[src/sv/pnm_pkg.sv]
// Shared types for the PNM header parser.
`default_nettype none
package pnm_pkg;

   typedef enum logic [1:0] {
      STATUS_OK         = 2'd0,
      STATUS_NO_DIGITS  = 2'd1,
      STATUS_RANGE      = 2'd2,
      STATUS_INCOMPLETE = 2'd3
   } status_type;

   // Which header content line comes next.
   typedef enum logic [1:0] {
      LINE_MAGIC = 2'd0,
      LINE_SIZE  = 2'd1,
      LINE_MAX   = 2'd2,
      LINE_DONE  = 2'd3
   } line_type;

   // Progress through one decimal number.
   typedef enum logic [1:0] {
      NUM_LEAD   = 2'd0,
      NUM_SIGN   = 2'd1,
      NUM_DIGITS = 2'd2,
      NUM_STOP   = 2'd3
   } phase_type;

   typedef struct packed {
      logic [7:0] data_byte;
      logic       end_of_file;
   } req_type;

   typedef struct packed {
      status_type         status;
      logic [3:0]         magic_digit;
      logic signed [31:0] column_count;
      logic signed [31:0] row_total;
      logic signed [31:0] max_sample;
   } rsp_type;

endpackage
`default_nettype wire

[src/sv/pnm_req_if.sv]
// Byte channel into the parser.
`default_nettype none
interface pnm_req_if;
   logic       valid;
   logic       ready;
   logic [7:0] data_byte;
   logic       end_of_file;

   modport source (output valid, output data_byte, output end_of_file, input ready);
   modport sink   (input valid, input data_byte, input end_of_file, output ready);
endinterface
`default_nettype wire

[src/sv/pnm_rsp_if.sv]
// Result channel out of the parser.
`default_nettype none
interface pnm_rsp_if;
   logic               valid;
   logic               ready;
   logic [1:0]         status;
   logic [3:0]         magic_digit;
   logic signed [31:0] column_count;
   logic signed [31:0] row_total;
   logic signed [31:0] max_sample;

   modport source (output valid, output status, output magic_digit, output column_count,
                   output row_total, output max_sample, input ready);
   modport sink   (input valid, input status, input magic_digit, input column_count,
                   input row_total, input max_sample, output ready);
endinterface
`default_nettype wire

[src/sv/pnm_header_parser.sv]
// PNM header parser top level: input register, parse step and result queue.
//
//   channel | dir | beat                              | accepted when
//   req_bus | in  | data_byte, end_of_file            | valid && ready
//   rsp_bus | out | status, magic_digit, column_count, | valid && ready
//           |     | row_total, max_sample             |
//
// One byte per cycle sustained while the result queue has room; a result passes
// through the input register, then the parse step, into the queue before it leaves.
// The parse step updates all line and number state together.
// Reset is synchronous and restarts the parser as at the start of a file.
// A two-entry result queue absorbs stalls on rsp_bus; req_bus.ready drops only
// while the queue is full and the input register holds a byte.
`default_nettype none
module pnm_header_parser (
   input  wire logic clock,
   input  wire logic reset,
   pnm_req_if.sink   req_bus,
   pnm_rsp_if.source rsp_bus
);
   import pnm_pkg::*;

   logic     in_valid_ff, in_valid_in;
   req_type  in_item_ff;
   logic     fifo_full;
   logic     advance;
   logic     step_valid;
   rsp_type  step_result;
   rsp_type  out_data;

   assign advance       = in_valid_ff && !fifo_full;
   assign req_bus.ready = !in_valid_ff || !fifo_full;

   always_comb begin
      in_valid_in = in_valid_ff;
      if (req_bus.valid && req_bus.ready) begin
         in_valid_in = 1'b1;
      end else if (advance) begin
         in_valid_in = 1'b0;
      end
   end

   always_ff @(posedge clock) begin
      if (reset) begin
         in_valid_ff <= 1'b0;
      end else begin
         in_valid_ff <= in_valid_in;
      end
   end

   always_ff @(posedge clock) begin
      if (req_bus.valid && req_bus.ready) begin
         in_item_ff.data_byte   <= req_bus.data_byte;
         in_item_ff.end_of_file <= req_bus.end_of_file;
      end
   end

   pnm_step u_step (
      .clock        (clock),
      .reset        (reset),
      .item_valid   (advance),
      .item         (in_item_ff),
      .result_valid (step_valid),
      .result       (step_result)
   );

   pnm_rsp_fifo u_rsp_fifo (
      .clock      (clock),
      .reset      (reset),
      .push_valid (step_valid),
      .push_data  (step_result),
      .full       (fifo_full),
      .pop_valid  (rsp_bus.valid),
      .pop_data   (out_data),
      .pop_ready  (rsp_bus.ready)
   );

   assign rsp_bus.status       = out_data.status;
   assign rsp_bus.magic_digit  = out_data.magic_digit;
   assign rsp_bus.column_count = out_data.column_count;
   assign rsp_bus.row_total    = out_data.row_total;
   assign rsp_bus.max_sample   = out_data.max_sample;

endmodule
`default_nettype wire

[src/sv/pnm_step.sv]
// Per-byte header parse: line tracking, number reading and result decision.
`default_nettype none
module pnm_step (
   input  wire logic              clock,
   input  wire logic              reset,
   input  wire logic              item_valid,
   input  wire pnm_pkg::req_type  item,
   output logic                   result_valid,
   output pnm_pkg::rsp_type       result
);
   import pnm_pkg::*;

   localparam logic [7:0] CHAR_NUL   = 8'd0;
   localparam logic [7:0] CHAR_TAB   = 8'd9;
   localparam logic [7:0] CHAR_LF    = 8'd10;
   localparam logic [7:0] CHAR_CR    = 8'd13;
   localparam logic [7:0] CHAR_SPACE = 8'd32;
   localparam logic [7:0] CHAR_HASH  = 8'd35;
   localparam logic [7:0] CHAR_PLUS  = 8'd43;
   localparam logic [7:0] CHAR_MINUS = 8'd45;
   localparam logic [7:0] CHAR_ZERO  = 8'd48;
   localparam logic [7:0] CHAR_NINE  = 8'd57;
   localparam logic [35:0] NEG_LIMIT = 36'h0_8000_0000;
   localparam logic [31:0] POS_LIMIT = 32'h7FFF_FFFF;

   line_type    line_ff, line_in;
   logic [1:0]  pos_ff, pos_in;
   logic        comment_ff, comment_in;
   logic        blank_ff, blank_in;
   phase_type   phase_ff, phase_in;
   logic        rowpart_ff, rowpart_in;
   logic [31:0] acc_ff, acc_in;
   logic        neg_ff, neg_in;
   logic        digits_ff, digits_in;
   logic        ovf_ff, ovf_in;
   status_type  lerr_ff, lerr_in;
   logic [31:0] pend_ff, pend_in;
   logic [3:0]  magic_ff, magic_in;
   logic [31:0] cols_ff, cols_in;
   logic [31:0] rows_ff, rows_in;
   logic        reported_ff, reported_in;

   // number close-out
   status_type  fin_status;
   logic [31:0] fin_value;

   // end-of-line decision on the held state
   logic        el_emit;
   status_type  el_status;
   logic [31:0] el_max;
   line_type    el_line;
   logic [31:0] el_cols;
   logic [31:0] el_rows;

   // number reader fed with the current byte
   phase_type   fd_phase;
   logic        fd_neg;
   logic        fd_digits;
   logic        fd_ovf;
   logic [31:0] fd_acc;
   logic [35:0] acc_wide;
   logic [35:0] acc_next;

   logic [7:0]  b;
   logic        b_digit;
   logic        b_space;
   logic        b_blank;
   logic        line_clear;
   logic        full_reset;

   assign b       = item.data_byte;
   assign b_digit = (b >= CHAR_ZERO) && (b <= CHAR_NINE);
   assign b_space = ((b >= CHAR_TAB) && (b <= CHAR_CR)) || (b == CHAR_SPACE);
   assign b_blank = (b == CHAR_SPACE) || (b == CHAR_TAB) || (b == CHAR_CR) || (b == CHAR_NUL);

   always_comb begin
      fin_value = 32'd0;
      if (!digits_ff) begin
         fin_status = STATUS_NO_DIGITS;
      end else if (ovf_ff) begin
         fin_status = STATUS_RANGE;
      end else if (neg_ff) begin
         fin_status = STATUS_OK;
         fin_value  = 32'd0 - acc_ff;
      end else if (acc_ff > POS_LIMIT) begin
         fin_status = STATUS_RANGE;
      end else begin
         fin_status = STATUS_OK;
         fin_value  = acc_ff;
      end
   end

   always_comb begin
      el_emit   = 1'b0;
      el_status = STATUS_OK;
      el_max    = 32'd0;
      el_line   = line_ff;
      el_cols   = cols_ff;
      el_rows   = rows_ff;
      if (!(comment_ff || blank_ff)) begin
         unique case (line_ff)
            LINE_MAGIC: begin
               if (lerr_ff != STATUS_OK || pos_ff < 2'd2) begin
                  el_emit   = 1'b1;
                  el_status = STATUS_NO_DIGITS;
               end else begin
                  el_line = LINE_SIZE;
               end
            end
            LINE_SIZE: begin
               if (!rowpart_ff) begin
                  el_emit   = 1'b1;
                  el_status = STATUS_NO_DIGITS;
               end else if (lerr_ff != STATUS_OK) begin
                  el_emit   = 1'b1;
                  el_status = lerr_ff;
               end else if (fin_status != STATUS_OK) begin
                  el_emit   = 1'b1;
                  el_status = fin_status;
               end else begin
                  el_cols = pend_ff;
                  el_rows = fin_value;
                  el_line = LINE_MAX;
               end
            end
            LINE_MAX, LINE_DONE: begin
               el_emit   = 1'b1;
               el_status = fin_status;
               el_max    = (fin_status == STATUS_OK) ? fin_value : 32'd0;
               el_line   = LINE_DONE;
            end
            default: el_line = line_ff;
         endcase
      end
   end

   assign acc_wide = {4'd0, acc_ff};
   assign acc_next = (acc_wide << 3) + (acc_wide << 1) + {32'd0, b[3:0]};

   always_comb begin
      fd_phase  = phase_ff;
      fd_neg    = neg_ff;
      fd_digits = digits_ff;
      fd_ovf    = ovf_ff;
      fd_acc    = acc_ff;
      priority if (phase_ff == NUM_STOP) begin
         fd_phase = NUM_STOP;
      end else if (phase_ff == NUM_LEAD && b_space) begin
         fd_phase = NUM_LEAD;
      end else if (phase_ff == NUM_LEAD && (b == CHAR_PLUS || b == CHAR_MINUS)) begin
         fd_neg   = (b == CHAR_MINUS);
         fd_phase = NUM_SIGN;
      end else if (!b_digit) begin
         fd_phase = NUM_STOP;
      end else begin
         fd_digits = 1'b1;
         fd_phase  = NUM_DIGITS;
         if (!ovf_ff) begin
            if (acc_next > NEG_LIMIT) begin
               fd_ovf = 1'b1;
            end else begin
               fd_acc = acc_next[31:0];
            end
         end
      end
   end

   always_comb begin
      line_in     = line_ff;
      pos_in      = pos_ff;
      comment_in  = comment_ff;
      blank_in    = blank_ff;
      phase_in    = phase_ff;
      rowpart_in  = rowpart_ff;
      acc_in      = acc_ff;
      neg_in      = neg_ff;
      digits_in   = digits_ff;
      ovf_in      = ovf_ff;
      lerr_in     = lerr_ff;
      pend_in     = pend_ff;
      magic_in    = magic_ff;
      cols_in     = cols_ff;
      rows_in     = rows_ff;
      reported_in = reported_ff;
      line_clear  = 1'b0;
      full_reset  = 1'b0;

      result_valid        = 1'b0;
      result.status       = el_status;
      result.magic_digit  = magic_ff;
      result.column_count = el_cols;
      result.row_total    = el_rows;
      result.max_sample   = el_max;

      if (item_valid) begin
         if (item.end_of_file) begin
            // flush the partial line, report once, then start over
            if (!reported_ff) begin
               result_valid = 1'b1;
               if (!(pos_ff != 2'd0 && el_emit)) begin
                  result.status     = STATUS_INCOMPLETE;
                  result.max_sample = 32'd0;
               end
            end
            full_reset = 1'b1;
            line_clear = 1'b1;
         end else if (!reported_ff) begin
            if (b == CHAR_LF) begin
               line_in    = el_line;
               cols_in    = el_cols;
               rows_in    = el_rows;
               line_clear = 1'b1;
               if (el_emit) begin
                  result_valid = 1'b1;
                  reported_in  = 1'b1;
               end
            end else begin
               comment_in = comment_ff || (pos_ff == 2'd0 && b == CHAR_HASH);
               blank_in   = blank_ff && b_blank;
               if (!comment_in) begin
                  unique case (line_ff)
                     LINE_MAGIC: begin
                        if (pos_ff == 2'd1) begin
                           if (b_digit) begin
                              magic_in = b[3:0];
                           end else begin
                              lerr_in = STATUS_NO_DIGITS;
                           end
                        end
                     end
                     LINE_SIZE: begin
                        if (!rowpart_ff && (b == CHAR_SPACE || b == CHAR_TAB)) begin
                           // close the column number, restart for rows
                           if (fin_status != STATUS_OK) begin
                              lerr_in = fin_status;
                           end else begin
                              pend_in = fin_value;
                           end
                           rowpart_in = 1'b1;
                           phase_in   = NUM_LEAD;
                           acc_in     = 32'd0;
                           neg_in     = 1'b0;
                           digits_in  = 1'b0;
                           ovf_in     = 1'b0;
                        end else begin
                           phase_in  = fd_phase;
                           acc_in    = fd_acc;
                           neg_in    = fd_neg;
                           digits_in = fd_digits;
                           ovf_in    = fd_ovf;
                        end
                     end
                     LINE_MAX, LINE_DONE: begin
                        phase_in  = fd_phase;
                        acc_in    = fd_acc;
                        neg_in    = fd_neg;
                        digits_in = fd_digits;
                        ovf_in    = fd_ovf;
                     end
                     default: phase_in = phase_ff;
                  endcase
               end
               if (pos_ff != 2'd3) begin
                  pos_in = pos_ff + 2'd1;
               end
            end
         end
      end

      if (line_clear) begin
         pos_in     = 2'd0;
         comment_in = 1'b0;
         blank_in   = 1'b1;
         phase_in   = NUM_LEAD;
         rowpart_in = 1'b0;
         acc_in     = 32'd0;
         neg_in     = 1'b0;
         digits_in  = 1'b0;
         ovf_in     = 1'b0;
         lerr_in    = STATUS_OK;
      end
      if (full_reset) begin
         line_in     = LINE_MAGIC;
         pend_in     = 32'd0;
         magic_in    = 4'd0;
         cols_in     = 32'd0;
         rows_in     = 32'd0;
         reported_in = 1'b0;
      end
   end

   always_ff @(posedge clock) begin
      if (reset) begin
         line_ff     <= LINE_MAGIC;
         pos_ff      <= 2'd0;
         comment_ff  <= 1'b0;
         blank_ff    <= 1'b1;
         phase_ff    <= NUM_LEAD;
         rowpart_ff  <= 1'b0;
         acc_ff      <= 32'd0;
         neg_ff      <= 1'b0;
         digits_ff   <= 1'b0;
         ovf_ff      <= 1'b0;
         lerr_ff     <= STATUS_OK;
         pend_ff     <= 32'd0;
         magic_ff    <= 4'd0;
         cols_ff     <= 32'd0;
         rows_ff     <= 32'd0;
         reported_ff <= 1'b0;
      end else begin
         line_ff     <= line_in;
         pos_ff      <= pos_in;
         comment_ff  <= comment_in;
         blank_ff    <= blank_in;
         phase_ff    <= phase_in;
         rowpart_ff  <= rowpart_in;
         acc_ff      <= acc_in;
         neg_ff      <= neg_in;
         digits_ff   <= digits_in;
         ovf_ff      <= ovf_in;
         lerr_ff     <= lerr_in;
         pend_ff     <= pend_in;
         magic_ff    <= magic_in;
         cols_ff     <= cols_in;
         rows_ff     <= rows_in;
         reported_ff <= reported_in;
      end
   end

   a_silent_after_report: assert property (@(posedge clock) disable iff (reset)
      item_valid && reported_ff && !item.end_of_file |-> !result_valid)
      else $error("result raised after the header was already reported");

   a_report_latches: assert property (@(posedge clock) disable iff (reset)
      result_valid && !item.end_of_file |=> reported_ff)
      else $error("report not recorded");

   a_eof_restarts: assert property (@(posedge clock) disable iff (reset)
      item_valid && item.end_of_file |=> line_ff == LINE_MAGIC && !reported_ff && blank_ff)
      else $error("end of file did not restart the parser");

endmodule
`default_nettype wire

[src/sv/pnm_rsp_fifo.sv]
// Two-entry result queue between the parse step and the result channel.
`default_nettype none
module pnm_rsp_fifo (
   input  wire logic              clock,
   input  wire logic              reset,
   input  wire logic              push_valid,
   input  wire pnm_pkg::rsp_type  push_data,
   output logic                   full,
   output logic                   pop_valid,
   output pnm_pkg::rsp_type       pop_data,
   input  wire logic              pop_ready
);
   import pnm_pkg::*;

   localparam int DEPTH   = 2;
   localparam int PTR_W   = $clog2(DEPTH);
   localparam int COUNT_W = $clog2(DEPTH + 1);
   localparam logic [PTR_W-1:0]   LAST_PTR  = PTR_W'(DEPTH - 1);
   localparam logic [COUNT_W-1:0] FULL_COUNT = COUNT_W'(DEPTH);

   rsp_type              entry_ff [DEPTH];
   logic [PTR_W-1:0]     wr_ptr_ff, wr_ptr_in;
   logic [PTR_W-1:0]     rd_ptr_ff, rd_ptr_in;
   logic [COUNT_W-1:0]   count_ff, count_in;
   logic                 pop;

   assign full      = (count_ff == FULL_COUNT);
   assign pop_valid = (count_ff != '0);
   assign pop_data  = entry_ff[rd_ptr_ff];
   assign pop       = pop_valid && pop_ready;

   always_comb begin
      wr_ptr_in = wr_ptr_ff;
      rd_ptr_in = rd_ptr_ff;
      count_in  = count_ff;
      if (push_valid) begin
         wr_ptr_in = (wr_ptr_ff == LAST_PTR) ? '0 : wr_ptr_ff + 1'b1;
      end
      if (pop) begin
         rd_ptr_in = (rd_ptr_ff == LAST_PTR) ? '0 : rd_ptr_ff + 1'b1;
      end
      unique case ({push_valid, pop})
         2'b10:   count_in = count_ff + 1'b1;
         2'b01:   count_in = count_ff - 1'b1;
         default: count_in = count_ff;
      endcase
   end

   always_ff @(posedge clock) begin
      if (push_valid) begin
         entry_ff[wr_ptr_ff] <= push_data;
      end
   end

   always_ff @(posedge clock) begin
      if (reset) begin
         wr_ptr_ff <= '0;
         rd_ptr_ff <= '0;
         count_ff  <= '0;
      end else begin
         wr_ptr_ff <= wr_ptr_in;
         rd_ptr_ff <= rd_ptr_in;
         count_ff  <= count_in;
      end
   end

   a_no_push_when_full: assert property (@(posedge clock) disable iff (reset)
      push_valid |-> !full)
      else $error("result pushed into a full queue");

   a_count_bounded: assert property (@(posedge clock) disable iff (reset)
      count_ff <= FULL_COUNT)
      else $error("queue count out of range");

endmodule
`default_nettype wire

[src/flat_wrapper.sv]
// flat-port wrapper written by rule: the top's interface ports become plain ports
module pnm_header_parser_flat import pnm_pkg::*;
  (clock, reset, req_bus_valid, req_bus_data_byte, req_bus_end_of_file, req_bus_ready, rsp_bus_valid, rsp_bus_status, rsp_bus_magic_digit, rsp_bus_column_count, rsp_bus_row_total, rsp_bus_max_sample, rsp_bus_ready);
  pnm_req_if req_bus_i ();
  pnm_rsp_if rsp_bus_i ();
  input  wire logic clock;
  input  wire logic reset;
  input wire logic [$bits(req_bus_i.valid)-1:0] req_bus_valid;
  input wire logic [$bits(req_bus_i.data_byte)-1:0] req_bus_data_byte;
  input wire logic [$bits(req_bus_i.end_of_file)-1:0] req_bus_end_of_file;
  output wire logic [$bits(req_bus_i.ready)-1:0] req_bus_ready;
  output wire logic [$bits(rsp_bus_i.valid)-1:0] rsp_bus_valid;
  output wire logic [$bits(rsp_bus_i.status)-1:0] rsp_bus_status;
  output wire logic [$bits(rsp_bus_i.magic_digit)-1:0] rsp_bus_magic_digit;
  output wire logic [$bits(rsp_bus_i.column_count)-1:0] rsp_bus_column_count;
  output wire logic [$bits(rsp_bus_i.row_total)-1:0] rsp_bus_row_total;
  output wire logic [$bits(rsp_bus_i.max_sample)-1:0] rsp_bus_max_sample;
  input wire logic [$bits(rsp_bus_i.ready)-1:0] rsp_bus_ready;
  assign req_bus_i.valid = req_bus_valid;
  assign req_bus_i.data_byte = req_bus_data_byte;
  assign req_bus_i.end_of_file = req_bus_end_of_file;
  assign req_bus_ready = req_bus_i.ready;
  assign rsp_bus_valid = rsp_bus_i.valid;
  assign rsp_bus_status = rsp_bus_i.status;
  assign rsp_bus_magic_digit = rsp_bus_i.magic_digit;
  assign rsp_bus_column_count = rsp_bus_i.column_count;
  assign rsp_bus_row_total = rsp_bus_i.row_total;
  assign rsp_bus_max_sample = rsp_bus_i.max_sample;
  assign rsp_bus_i.ready = rsp_bus_ready;
  pnm_header_parser u_core (.clock(clock), .reset(reset), .req_bus(req_bus_i), .rsp_bus(rsp_bus_i));
endmodule
[config.mk]
export PLATFORM = sky130hd
export DESIGN_NAME = pnm_header_parser_flat
export DESIGN_NICKNAME = d
export VERILOG_FILES = /design/src/sv/pnm_pkg.sv /design/src/sv/pnm_req_if.sv /design/src/sv/pnm_rsp_if.sv /design/src/sv/pnm_header_parser.sv /design/src/sv/pnm_step.sv /design/src/sv/pnm_rsp_fifo.sv /design/src/flat_wrapper.sv
export SDC_FILE = /design/constraint.sdc
export NUM_CORES = 1
export LEC_CHECK = 0
export ABC_AREA = 0
export BUFFER_PORTS_ARGS = -buffer_cell sky130_fd_sc_hd__buf_2
export CAP_MARGIN = 25
export CORE_MARGIN = 2
export CORE_UTILIZATION = 40
export CTS_CLUSTER_SIZE = 16
export DETAILED_ROUTE_END_ITERATION = 8
export MAX_ROUTING_LAYER = met4
export PLACE_DENSITY = 0.66
export SLEW_MARGIN = 20
export SYNTH_ARGS = -nofsm -noshare
export SYNTH_HDL_FRONTEND = slang
export SYNTH_SLANG_ARGS = --single-unit
[constraint.sdc]
create_clock -name clock -period 9.47 [get_ports clock]
set_clock_uncertainty 0.2 [all_clocks]
set_input_delay 1.894 -clock clock [delete_from_list [all_inputs] [get_ports clock]]
set_output_delay 1.894 -clock clock [all_outputs]
set_load 0.01 [all_outputs]
==> results_dict.tcl, run 1 <==
set metrics [dict create \
    status "complete, no violations" \
    cp_num_buf_inv 2 \
    hp-class "reg2reg" \
    wl_um 42600 \
    ctsHtreeMaxLevel 2 \
    drc 0 \
    die_area_um2 46100 \
    r2r_start "u_core.in_item_ff[4]" \
    fillers 4032 \
    hold_viol 0 \
    utilization 0.457 \
    rsz0062_at_grt "no" \
    yosysWarningCount 0 \
    ys.flop_type "edfxtp_1" \
    grtUsageTotal 0.186 \
    synth_top_area_cell "edfxtp_1" \
    grt_pass1_wl_um 67600 \
    ys_seq_area_frac 0.532 \
    place_hpwl_um 29500 \
    start_util 0.404 \
    sw_frac_of_total 0.224 \
    avgSynthCellArea_um2 10.7 \
    yosys-top-cells-area "edfxtp_1 (36%), dfxtp_1 (17%), mux2_2 (8.6%), nand2_1 (5.7%), ha_1 (4.8%)" \
    setup_violations 0 \
    synth_cells 1664 \
    critPathKind "reg2out" \
    synth_area_um2 17800 \
    nets 1830 \
    finalInstanceArea_um2 20100 \
    combinationalPowerShare 0.078 \
    required_ns 7.38 \
    reg2regPathDepth 14 \
    antenna_found_initial 0 \
    min_period_ns 4.81 \
    core_region_area_um2 44000 \
    seqPwrFrac 0.501 \
    cts_setup_buffers 0 \
    clock_power_share 0.421 \
    rrSetupSlack_ns 4.69 \
    drtIter0Drc 807 \
    ir_worst_vdd_mv 0.0975 \
    synth_fp_nets 1747 \
    synth_most_common_cell "nand2_1" \
    reg2reg_to "u_core.u_step.acc_ff[1]" \
    area_delta_synth_final_pct 13.3 \
    clkSlewWorstSetupHoldPaths_ns 0.06 \
    p_leak_nw 7.53 \
    hold_depth 2 \
    overflow 0 \
    die_height_um 215 \
    num_vias 12904 \
    slew_violations 0 \
    slew_headroom 0.353 \
    yosys-top-cells-count "nand2_1 (271), edfxtp_1 (213), nor2_1 (156), dfxtp_1 (153), mux2_2 (135)" \
    grt_max_degree 98 \
    clock_sinks 366 \
    gp_congestion 0.919 \
    numCtsBuffers 36 \
    dp.cells 2298 \
    fin_crit_sh 0.508 \
    worst_pin_slew_ns 0.964 \
    final-instance-count-excl-fill 2368 \
    worst_slack_ns 4.66 \
    drv_cap 0 \
    clock_tree.root_cell "clkbuf_16" \
    async_flop_share 0 \
    internal-power_w 0.00267 \
    wl_per_cell_um 18.0 \
    crit_arrival_ns 2.72 \
    die_w_um 215 \
    fmax_mhz 208 \
    ant_nets 0 \
    cp.depth 3 \
    endpoint "rsp_bus_column_count[9]" \
    ys_types 81 \
    synth_edf_count 213 \
    ios 117 \
    cts_resized 0 \
    worstSetupEndpointType "output pin" \
    dpl-instance-area_um2 18900 \
    clk_latency_ns 0.54 \
    num_rows 77 \
    cp_max_fo 58 \
    synth_top_area_share 0.360 \
    worst_setup_path_start_kind "flip-flop" \
    grt_pass1_vias 12332 \
    finalSetupTns_ns 0 \
    critical-path-top-delay-family "flip-flops" \
    cts.path.max_buffers 3 \
    slowest_stage "dfxtp_4" \
    dp_slack_ns 4.74 \
    power_density_nw_per_um2 171 \
    switching_power_w 0.000771 \
    max_stage_delay_ns 0.85 \
    via_per_inst 5.45 \
    port_buffers 116 \
    cts_tree "built" \
    crit_chain "buf_4, mux2_2, buf_2" \
    first_pass_iters 5 \
    synth-seq-cells 366 \
    drive_above_1_share 0.206 \
    holdBufCountCts 0 \
]
[how the worst min path moves through the flow]
stage,from,endpoint,slack (ns)
floorplan,u_core.u_step.magic_ff[0],u_core.u_rsp_fifo.entry_ff[0][96],0.23
global placement,u_core.u_step.cols_ff[27],u_core.u_step.cols_ff[27],0.23
detailed placement,u_core.u_step.cols_ff[28],u_core.u_step.cols_ff[28],0.24
CTS,u_core.u_step.cols_ff[18],u_core.u_step.cols_ff[18],0.25
global route,u_core.u_step.cols_ff[26],u_core.u_step.cols_ff[26],0.27
finish,u_core.u_step.cols_ff[29],u_core.u_step.cols_ff[29],0.25
[flip-flops by register name (all words and copies together) (netlist names), 2 cells and up, named ones only]
register,count
u_core.u_step.pos_ff,2
u_core.u_step.pend_ff,32
u_core.u_step.magic_ff,4
u_core.u_step.lerr_ff,2
u_core.u_rsp_fifo.entry_ff,204
u_core.u_step.cols_ff,32
u_core.u_step.rows_ff,32
u_core.u_step.line_ff,2
u_core.u_rsp_fifo.count_ff,2
u_core.in_item_ff,9
u_core.u_step.acc_ff,32
u_core.u_step.phase_ff,2
[cell usage in the layout, fill, tap and decap left out, drive strengths merged, types with 22 or more instances in the layout]
| cell type | n |
|---|---|
| nand2 | 271 |
| edfxtp | 213 |
| nor2 | 156 |
| dfxtp | 153 |
| mux2 | 135 |
| buf | 134 |
| a21oi | 115 |
| o21ai | 81 |
| ha | 68 |
| clkbuf | 47 |
| mux2i | 45 |
| a211oi | 38 |
| nor3 | 27 |
| inv | 22 |
[power by group through the flow]
stage	logic, W	registers (W)	clock network [W]
floorplan	0.000194	0.00174	0
global placement	0.000267	0.00176	0
detailed placement	0.000268	0.00176	0
CTS	0.000270	0.00173	0.00148
global route	0.000289	0.00173	0.00155
finish	0.000268	0.00173	0.00145
[per-stage QoR]
stage	total power, W	hold WS [ns]
final	0.00344	0.249
after global placement	0.00203	0.233
after detailed placement	0.00203	0.240
after global routing	0.00356	0.266
after floorplan	0.00193	0.225
after CTS	0.00348	0.249
[metal layers]
metal | GRT usage | share of wire
met2 | 0.296 | 0.47
met3 | 0.0211 | 0.044
met1 | 0.252 | 0.46
met5 | - | 0
met4 | 0.0523 | 0.021
[layout make-up]
class,instances,area [um^2],area share
Clock inverter,19,205,0.0102
Clock buffer,47,993,0.0493
Timing Repair Buffer,134,736,0.0365
Multi-Input combinational cell,1190,7920,0.394
Antenna cell,1,2.50,0.000124
Inverter,19,71.3,0.00354
Tap cell,592,741,0.0368
Sequential cell,366,9460,0.470
[kinds of logic (layout without fill, tap and decap cells)]
| logic type | Yosys count | count (layout) | synth area share |
|---|---|---|---|
| AOI/OAI and AO/OA | 337 | 337 | 0.122 |
| xor gates and xnor gates | 37 | 37 | 0.0182 |
| adders and majority gates | 70 | 70 | 0.0501 |
| buffers and inverters | 108 | 219 | 0.0249 |
| DFF | 366 | 366 | 0.532 |
| muxes | 180 | 180 | 0.111 |
| other | 0 | 1 | 0 |
| and+or+nand+nor | 566 | 566 | 0.141 |
[worst reg2reg max path: cells and delay by family, from the launching register on]
kind / cells / cell delay, ns
fa+ha+maj: 2 / 1.00
buf+inv: 2 / 0.40
mux: 1 / 0.21
simple gates: 6 / 1.77
compound gates: 3 / 0.55
flops: 1 / 0.52
Power figures use the tool's default switching activity.
==> inputs of run 2 (changes only) <==
clock period = 4.87 ns   (was 9.47 ns; I/O delays follow)
==> run 2 against run 1 <==
Combinational power increased by 100%. Hold slack about the same. Largest power group unchanged. Global-route usage is 0.28 points higher. Setup slack lost 4.3 ns. Total power up 94%. Die area is the same. Register-to-register slack got worse by 4.3 ns. Count of clock-buffer cells in the layout unchanged. First-iteration DRC count rose by 3.1%. Sequential power up 94%. Cell count is 0.59% higher. Largest cell class unchanged.
==> results_dict.tcl, run 2 (same netlist as run 1, synthesis figures left out) <==
set metrics [dict create \
    status "complete, no violations" \
    fmax_mhz 222 \
    required_ns 5.13 \
    drive_above_1_share 0.212 \
    cp_num_buf_inv 2 \
    clock_tree.root_cell "clkbuf_16" \
    reg2regPathDepth 14 \
    cts.path.max_buffers 3 \
    power_density_nw_per_um2 330 \
    p_leak_nw 7.61 \
    ios 117 \
    hold_viol 0 \
    use_met1 0.255 \
    slew_headroom 0.306 \
    place_hpwl_um 29800 \
    ant_nets 0 \
    first_pass_iters 5 \
    rsz0062_at_grt "no" \
    largest_reg_flops 204 \
    die_w_um 215 \
    grtUsageTotal 0.189 \
    crit_arrival_ns 4.77 \
    min_period_ns 4.51 \
    drtIter0Drc 832 \
    dp.cells 2314 \
    die_height_um 215 \
    ir_worst_vdd_mv 0.221 \
    hp-class "reg2reg" \
    setup_violations 0 \
    area_delta_synth_final_pct 14.0 \
    grt_pass1_vias 12439 \
    worstSetupEndpointType "flip-flop" \
    port_buffers 116 \
    crit_top_cell "fa_1" \
    drv_cap 0 \
    max_stage_delay_ns 0.59 \
    antenna_found_initial 0 \
    mostFrequentLayoutCells "nand2_1 (271), edfxtp_1 (213), nor2_1 (153)" \
    critical-path-top-delay-family "compound AO/OA/AOI/OAI gates" \
    final_common_cell "nand2_1" \
    overflow 0 \
    clkSlewWorstSetupHoldPaths_ns 0.06 \
    worst_pin_slew_ns 1.04 \
    r2r_start "u_core.u_step.acc_ff[0]" \
    drc 0 \
    grt_util_met3 0.0224 \
    gr-max-usage-layer "met2" \
    ctsHtreeMaxLevel 2 \
    core_region_area_um2 44000 \
    grt_pass1_wl_um 68100 \
    slew_violations 0 \
    finalSetupTns_ns 0 \
    clock_sinks 366 \
    grt_max_degree 90 \
    seq_area_um2 9460 \
    wl_per_cell_um 18.0 \
    fillers 4058 \
    slowest_stage "fa_1" \
    max_flop_register "u_core.u_rsp_fifo.entry_ff" \
    critPathLaunch "u_core.u_step.acc_ff[0]" \
    multi_input_area_um2 7930 \
    num_vias 12741 \
    final-instance-count-excl-fill 2382 \
    cp.depth 14 \
    diodes 0 \
    start_util 0.404 \
    fin_crit_sh 0.927 \
    die_area_um2 46100 \
    clk_latency_ns 0.53 \
    cts_tree "built" \
    gp_congestion 0.927 \
    via_per_inst 5.35 \
    num_rows 77 \
    wl_um 42800 \
    worst_setup_path_start_kind "flip-flop" \
    numCtsBuffers 37 \
    cp_max_fo 20 \
    grt_util_met2 0.305 \
    hold_start "u_core.u_step.rows_ff[5]" \
    critPathKind "reg2reg" \
    hold_depth 2 \
    crit_chain "fa_1, inv_1, fa_1, and2b_1, o2111ai_1, a211oi_2, nor2_1, o211ai_1, a221oi_1, xnor2_1, and4bb_1, o211ai_4, buf_4, mux2i_1" \
    worst_hold_slack_ns 0.250 \
    nets 1844 \
]
## run 2: layout make-up
type / count / share of cell area
clock buffer: 47 / 0.0486
clock inverter: 21 / 0.0104
inverter: 19 / 0.00352
multi-input combinational: 1190 / 0.392
sequential: 366 / 0.467
tap: 592 / 0.0366
timing repair buffer: 147 / 0.0420
## run 2: per-layer routing
metal | up-vias | share of wire
met3 | 44 | 0.038
met5 | - | 0
met2 | 246 | 0.48
met1 | 6220 | 0.47
li1 | 6231 | -
met4 | 0 | 0.017
## run 2: path summary, 6_finish.rpt
path / endpoint / slack, ns
max: u_core.u_step.acc_ff[20] / 0.36
min: u_core.u_step.rows_ff[5] / 0.25
max reg2reg: u_core.u_step.acc_ff[20] / 0.36
min reg2reg: u_core.u_step.rows_ff[5] / 0.25
## run 2: where the power goes
group	switching, W	internal [W]	leakage (nW)
sequential	0.0000497	0.00330	3.32
clock	0.00119	0.00161	0.580
combinational	0.000299	0.000243	3.72
## run 2: what timing repair did
action                                  in CTS  in global routing
gates resized for setup                      0                  2
buffers inserted                             0                  0
hold buffers                                 0                  0
endpoints found under the setup margin       0                 19
## run 2: worst register-to-register path, cell delays in order, from the launching register on
cell and delay [ns]:
dfxtp_1 0.40, fa_1 0.60, inv_1 0.07, fa_1 0.44, and2b_1 0.26, o2111ai_1 0.17
a211oi_2 0.38, nor2_1 0.17, o211ai_1 0.31, a221oi_1 0.15, xnor2_1 0.22, and4bb_1 0.26
o211ai_4 0.18, buf_4 0.39, mux2i_1 0.25
## run 2: per-stage QoR
stage	utilization	power (W)	setup WS, ns	cell area [um^2]
after floorplan	-	0.00375	0.162	17800
after global placement	0.432	0.00396	0.370	19000
after detailed placement	0.433	0.00396	0.277	19000
after CTS	0.460	0.00674	0.246	20200
after global routing	0.460	0.00689	0.0257	20200
final	0.460	0.00668	0.357	20200
